## config.mk

```make
export PLATFORM = sky130hd
export DESIGN_NAME = bcar_ctrl
export DESIGN_NICKNAME = d
export VERILOG_FILES = /design/src/design/bcar_pkg.sv /design/src/design/bcar_ctrl.sv
export SDC_FILE = /design/constraint.sdc
export NUM_CORES = 1
export LEC_CHECK = 0
export ABC_AREA = 1
export BUFFER_PORTS_ARGS = -buffer_cell sky130_fd_sc_hd__buf_4
export CORE_AREA = 2 2 39 41
export DETAILED_ROUTE_END_ITERATION = 10
export DIE_AREA = 0 0 41 43
export RECOVER_POWER = 100
export SLEW_MARGIN = 25
export SYNTH_ARGS = -nofsm -noshare
export SYNTH_HDL_FRONTEND = slang
export SYNTH_SLANG_ARGS = --single-unit
```

## constraint.sdc

```tcl
create_clock -name clock -period 1.3 [get_ports clock]
set_clock_uncertainty 0.05 [all_clocks]
set_input_delay 0.195 -clock clock [delete_from_list [all_inputs] [get_ports clock]]
set_output_delay 0.195 -clock clock [all_outputs]
set_load 0.01 [all_outputs]
```

## src/design/bcar_pkg.sv

```systemverilog
package bcar_pkg;

   localparam int unsigned CELLS_DEFAULT        = 256;
   localparam int unsigned RULE_ENTRIES_DEFAULT = 128;
   localparam int unsigned MAX_RADIUS_DEFAULT   = 3;

   localparam int unsigned INDEX_WIDTH  = 8;
   localparam int unsigned RULE_WIDTH   = 64;
   localparam int unsigned RULE_SLOTS   = 128;
   localparam int unsigned RULE_SEL_W   = 7;
   localparam int unsigned CSR_INDEX_W  = 2;
   localparam int unsigned CSR_DATA_W   = 64;

   localparam logic [1:0]            RADIUS_RESET    = 2'd1;
   localparam logic [RULE_WIDTH-1:0] RULE_LOW_RESET  = 64'd30;
   localparam logic [RULE_WIDTH-1:0] RULE_HIGH_RESET = 64'd0;

   typedef enum logic [1:0] {
      CMD_STEP  = 2'd0,
      CMD_WRITE = 2'd1,
      CMD_READ  = 2'd2,
      CMD_SEED  = 2'd3
   } cmd_code_type;

   typedef enum logic [CSR_INDEX_W-1:0] {
      CSR_RADIUS    = 2'd0,
      CSR_RULE_LOW  = 2'd1,
      CSR_RULE_HIGH = 2'd2
   } csr_index_type;

   typedef enum logic [1:0] {
      ST_IDLE,
      ST_EXEC,
      ST_LOAD,
      ST_RESP
   } state_type;

   typedef struct packed {
      logic capture;
      logic execute;
      logic load_rsp;
   } ctl_cmd_type;

endpackage

```

## src/design/bcar_ctrl.sv

```systemverilog
module bcar_ctrl (
   input  logic                 clock,
   input  logic                 reset,
   input  logic                 req_valid,
   output logic                 req_stall,
   output logic                 rsp_valid,
   input  logic                 rsp_stall,
   output bcar_pkg::ctl_cmd_type ctl
);

   bcar_pkg::state_type state_ff;
   bcar_pkg::state_type state_in;

   always_comb begin
      state_in = state_ff;
      case (state_ff)
         bcar_pkg::ST_IDLE: begin
            if (req_valid) state_in = bcar_pkg::ST_EXEC;
         end
         bcar_pkg::ST_EXEC: begin
            state_in = bcar_pkg::ST_LOAD;
         end
         bcar_pkg::ST_LOAD: begin
            state_in = bcar_pkg::ST_RESP;
         end
         bcar_pkg::ST_RESP: begin
            if (!rsp_stall) state_in = bcar_pkg::ST_IDLE;
         end
         default: begin
            state_in = bcar_pkg::ST_IDLE;
         end
      endcase
   end

   always_comb begin
      req_stall    = 1'b1;
      rsp_valid    = 1'b0;
      ctl.capture  = 1'b0;
      ctl.execute  = 1'b0;
      ctl.load_rsp = 1'b0;
      case (state_ff)
         bcar_pkg::ST_IDLE: begin
            req_stall   = 1'b0;
            ctl.capture = req_valid;
         end
         bcar_pkg::ST_EXEC: begin
            ctl.execute = 1'b1;
         end
         bcar_pkg::ST_LOAD: begin
            ctl.load_rsp = 1'b1;
         end
         bcar_pkg::ST_RESP: begin
            rsp_valid = 1'b1;
         end
         default: begin
            req_stall = 1'b1;
         end
      endcase
   end

   always_ff @(posedge clock) begin
      if (reset) begin
         state_ff <= bcar_pkg::ST_IDLE;
      end else begin
         state_ff <= state_in;
      end
   end

endmodule

```

==> results of run 1 <==
-- what timing repair did --
item,in CTS,in global routing
setup buffers,2,0
setup endpoints to repair,3,2
pin swaps,1,0
resized for setup,4,3
-- per-stage QoR --
stage | total power [uW] | instances | cell area [sq um] | worst slack (ps) | util [%]
after global placement | 479 | 50 | 264 | 121 | 19.1
after detailed placement | 490 | 50 | 264 | 105 | 19.1
after global routing | 792 | 55 | 314 | 9.48 | 22.7
after CTS | 724 | 55 | 317 | 14.6 | 22.9
final | 697 | 55 | 314 | 47.0 | 22.7
after floorplan | 352 | 26 | 184 | 227 | -
-- routing by layer --
layer | routed length (microns) | up-vias | part of all wire, %
met2 | 188 | 4 | 49
li1 | - | 103 | -
met1 | 175 | 81 | 45
met5 | 0 | - | 0
met3 | 23 | 0 | 5.9
met4 | 0 | 0 | 0
-- cell families after synthesis --
kind of cell	after synthesis	synth area share, %
adder cells (fa/ha/maj)	5	34.0
AND/OR/NAND/NOR	10	24.5
buffers and inverters	7	14.3
flip-flops	2	21.8
AO/OA/AOI/OAI	2	5.44
-- report_power, final --
part	internal [uW]	switching [uW]	leakage, uW	total (uW)
logic	219	224	0.000146	443
registers	96.1	18.8	0.0000172	115
clock network	102	37.3	0.0000138	139
total	417	280	0.000177	697
-- cell usage in the layout (no fill, tap or decap) --
| master | count |
|---|---|
| buf_4 | 8 |
| inv_1 | 5 |
| nand2_1 | 4 |
| clkbuf_4 | 4 |
| nor2_1 | 3 |
| ha_1 | 3 |
| inv_2 | 2 |
| a21oi_1 | 2 |
| nand3_1 | 2 |
| dfxtp_2 | 2 |
| nand2_2 | 1 |
| ha_4 | 1 |
| ha_2 | 1 |
| clkbuf_2 | 1 |
-- cell type report --
cell class	count	area, sq um	share of cell area, %
inverter	7	26.3	8.37
clock buffer	3	22.5	7.17
timing repair buffer	10	72.6	23.1
tap	16	20.0	6.37
sequential	2	42.5	13.5
multi-input combinational	17	130	41.4
-- how the worst max path moves through the flow --
stage / startpoint / cells past startpoint / end / slack [ps]
2_1_floorplan: state_ff[0] / 6 / state_ff[0] / 230
3_3_place_gp: state_ff[0] / 5 / ctl[2] / 120
3_5_place_dp: state_ff[0] / 5 / ctl[2] / 110
4_1_cts: state_ff[1] / 5 / ctl[2] / 10
5_1_grt: state_ff[1] / 3 / ctl[0] / 9
6_report: state_ff[1] / 3 / ctl[0] / 50
-- worst max-delay path, cell delays in order, from the launching register on --
cell and delay, ps:
dfxtp_2 310, buf_4 130, ha_1 190, buf_4 140
==> results by group, run 1 <==
Die
  • DIE AREA: 0.00176 sq mm
  • Chip Height: 43 microns
  • Effective utilization at floorplan: between 10% and 20%
  • Total core area: ~0.0014 sq mm
  • Top-Level Pins: 9
  • Die Width: just over 40 microns
  • Row count: 14

Power
  • VDD IR max: just over 0.0006 V
  • PwrDens: about 2200 mW/mm^2
  • Pleak: between 0.00015 and 0.0002 uW

Timing
  • Worst-Margin Slew: about 130 ps
  • Setup violators final: 0
  • Min Tclk post-route: about 1300 ps
  • Hold Vio Cnt, Final: 0
  • Max-slew violations: 0
  • RSZ-0062 raised after global routing: no
  • WHS: approximately 160 ps
  • Setup TNS: 0 ps
  • Slew margin rel.: about 92%
  • Tcrit/Tclk final: between 90% and 100%
  • Fmax: 798 MHz

Setup path
  • Crit path capture type: output port
  • Crit-path max FO: 3
  • Critical Path RT: ~1100 ps
  • Cells on worst reg2reg path: 5
  • Worst reg2reg path startpoint: state_ff[0]
  • CP Class: flop to output port
  • Reg-to-reg slack, setup: 190 ps
  • R2r endpoint: state_ff[1]
  • Data arrival time of the critical path: about 1000 ps
  • Startpoint Class: flop

Place
  • Port Buffer Count: 8
  • Hpwl dp: approximately 300 microns
  • Gp weighted congestion: a little over 0.6

Global routing
  • Met1 usage: 7.67%
  • Tot GR Track Use: 6.31%
  • Gr busiest metal: met1
  • Met3 track demand over resource: around 4.7%
  • Initial antenna violation count: 0
  • Total grt overflow: 0
  • M2 GR Usage: under 10%
  • Largest net degree at the start of global routing: 5
  • First-pass GRT wire length: between 700 and 800 microns
  • Vias in the first global route: slightly below 200

Yosys
  • Seq/Total Area, Yosys: 21.8%
  • Ranking of synthesized cells by area: ha_1 34%, dfxtp_1 22%, inv_1 14%
  • Predominant post-synthesis flop cell: dfxtp_1
  • Warnings from Yosys: 0
  • Synthesized area: 184 sq um
  • Syn_area_per_cell: roughly 7.1 sq um
  • #FFs+latches synth: 2
  • FFs w/ async S/R, synth: 0%
  • Commonest cells in the netlist: 7 x inv_1, 5 x ha_1, 3 x nand2_1, 3 x nor2_1
  • Syn nets: 35
  • Share of the synthesized area in the top cell type: roughly 34%
  • Synth unique cells: 8
  • Syn Inst Count: 26
  • Leading area contributor after synthesis: ha_1
  • Count leader, synth: inv_1
  • EDFF count, synth: 0

Min path
  • Hold Crit Class: input port to flop
  • WHS Path Cells: 4
  • HP Start: reset
  • Min-Delay Endpoint: state_ff[1]

Clock tree
  • Root Driver: clkbuf_4
  • CTS tree: yes
  • CTS Buf Count: 3
  • Htree depth: 1
  • Sink Count: 2
  • Number of hold-repair buffers added at the cts stage: 0
  • Later-pin clock latency in the skew report: 230 ps
  • Clk buf depth: 2
  • Reg clk slew, reported paths: approximately 30 ps

Finish
  • Largest Register: state_ff
  • Share of layout cells above drive strength 1: around half
  • Largest register FFs: 2
  • Fin nets: 50
  • # fillers: 169
  • Area growth syn-to-layout: 70.7%
  • Largest regs: state_ff: 2 flops
  • Ant. Diodes: 0

Routing
  • DR iter-0 viols: 0
  • # DRC: 0
  • WL/cell: just over 7 microns
  • DRT Pass-1 Iters: 1
  • DRT Wirelength: between 300 and 400 microns
  • Vias: 188
  • Routed vias/inst: between 3 and 4
  • Routed Antenna Nets: 0

Run
  • Max-Cap Viols: 0

Status
  • Status: finished clean
Note: power is estimated with default switching activity, not from simulation.
==> run 2, diff against run 1 <==
Settings changed: CELL_PAD_IN_SITES_DETAIL_PLACEMENT set to 2, CELL_PAD_IN_SITES_GLOBAL_PLACEMENT set to 2, PLACE_DENSITY_LB_ADDON set to 0.1.
==> run 2 against run 1 <==
Effect of this change:
- combinational power is 6.8% higher
- core utilization is 0.36 points higher
- sequential power hardly changed
- first-iteration DRC count stayed put
- fmax is 0.50% higher
- critical path depth stayed put
- power is 4.4% higher
- largest cell class unchanged
- largest power group unchanged
- highest routed layer unchanged
==> results by group, run 2 (same netlist as run 1, synthesis figures left out) <==
Place
  • Gp weighted congestion: around 0.67
  • Placed cell area: approximately 270 sq um
  • Hpwl dp: about 430 microns
  • Port Buffer Count: 8

Finish
  • Largest register FFs: 2
  • Area growth syn-to-layout: 73.5%
  • Largest regs: state_ff: 2 flops
  • Most common cell after layout, fill and taps aside: buf_4
  • Most frequent cells in the layout: 10 x buf_4, 5 x inv_1
  • Fin nets: 50
  • Ant. Diodes: 0
  • Fin util: a little under a quarter
  • Share of layout cells above drive strength 1: 53.8%
  • Largest Register: state_ff
  • Design area: ~320 sq um

Clock tree
  • Clk buf depth: 2
  • Root Driver: clkbuf_4
  • CTS Buf Count: 3
  • Reg clk slew, reported paths: around 30 ps
  • Later-pin clock latency in the skew report: 220 ps
  • Htree depth: 1
  • Number of hold-repair buffers added at the cts stage: 0
  • CTS tree: yes
  • Sink Count: 2

Min path
  • WHS Path Cells: 4
  • Hold Crit Class: input port to flop
  • HP Start: reset

Run
  • Max-Cap Viols: 0

Timing
  • WHS: between 150 and 200 ps
  • Hold Vio Cnt, Final: 0
  • Max-slew violations: 0
  • Worst-Margin Slew: roughly 120 ps
  • Tcrit/Tclk final: a little over nine tenths
  • Setup violators final: 0
  • RSZ-0062 raised after global routing: yes
  • Slew margin rel.: between 90% and 100%
  • Fmax: between 800 and 900 MHz
  • Min Tclk post-route: 1250 ps
  • Setup TNS: 0 ps

Setup path
  • Crit-path max FO: 3
  • Worst reg2reg path startpoint: state_ff[1]
  • Startpoint Class: flop
  • Reg-to-reg slack, setup: about 210 ps
  • CP Class: flop to output port
  • Data arrival time of the critical path: 1000 ps
  • Cells on worst reg2reg path: 6
  • Worst Setup SP: state_ff[0]
  • Crit path capture type: output port
  • Critical Path RT: approximately 1100 ps

Status
  • Status: finished clean

Routing
  • DR iter-0 viols: 0
  • WL/cell: roughly 9.5 microns
  • # DRC: 0
  • Routed vias/inst: ~3.7
  • Routed Antenna Nets: 0
  • DRT Wirelength: around 530 microns
  • DRT Pass-1 Iters: 1
  • Vias: around 200

Global routing
  • Total grt overflow: 0
  • Vias in the first global route: approximately 230
  • First-pass GRT wire length: about 900 microns
  • Initial antenna violation count: 0
  • Largest net degree at the start of global routing: 5
  • Tot GR Track Use: 7.81%

Power
  • Pleak: around 0.00018 uW
  • PwrDens: between 2000 and 2500 mW/mm^2
  • VDD IR max: around 0.00072 V

Die
  • Die Width: ~41 microns
  • Effective utilization at floorplan: 13.3%
  • Total core area: between 0.001 and 0.0015 sq mm
  • Top-Level Pins: 9
  • Row count: 14
  • DIE AREA: around 0.0018 sq mm
  • Chip Height: roughly 43 microns
run 2: critical path, stage by stage, from the launching register on:
cell	delay, ps
dfxtp_2	320
buf_4	140
ha_2	180
buf_4	140
run 2: routing by layer:
metal	part of all wire, %	up-vias	track usage [%]	wire length [microns]
met5	0	-	0	0
met4	0	0	6.00	0
met3	3.8	0	1.57	20
met2	60	4	12.5	313
met1	36	93	8.28	191
li1	-	104	-	-
run 2: repair_timing:
item                       CTS  global route
setup endpoints to repair    3             3
gates resized for setup      4             3
pin swaps                    1             0
setup buffers                1             0
run 2: final cells by class:
type	instances	area, sq um
fill	167	1060
multi-input combinational	17	133
timing repair buffer	10	75.1
sequential	2	42.5
inverter	7	26.3
clock buffer	3	22.5
tap	16	20.0
run 2: stage by stage:
step	setup slack, ps	std cells	power, uW
floorplan	227	26	352
global placement	110	51	510
detailed placement	84.4	51	533
CTS	9.44	55	749
global route	-1.22	55	828
finish	53.2	55	728
run 2: path summary, 6_finish.rpt:
check	end
max	rsp_valid
min reg2reg	state_ff[1]
min	state_ff[1]
max reg2reg	state_ff[0]
run 2: where the power goes:
group / internal (uW) / switching [uW] / total, uW
combinational: 232 / 241 / 473
sequential: 96.3 / 21.2 / 117
clock: 102 / 35.4 / 137
total: 430 / 297 / 728
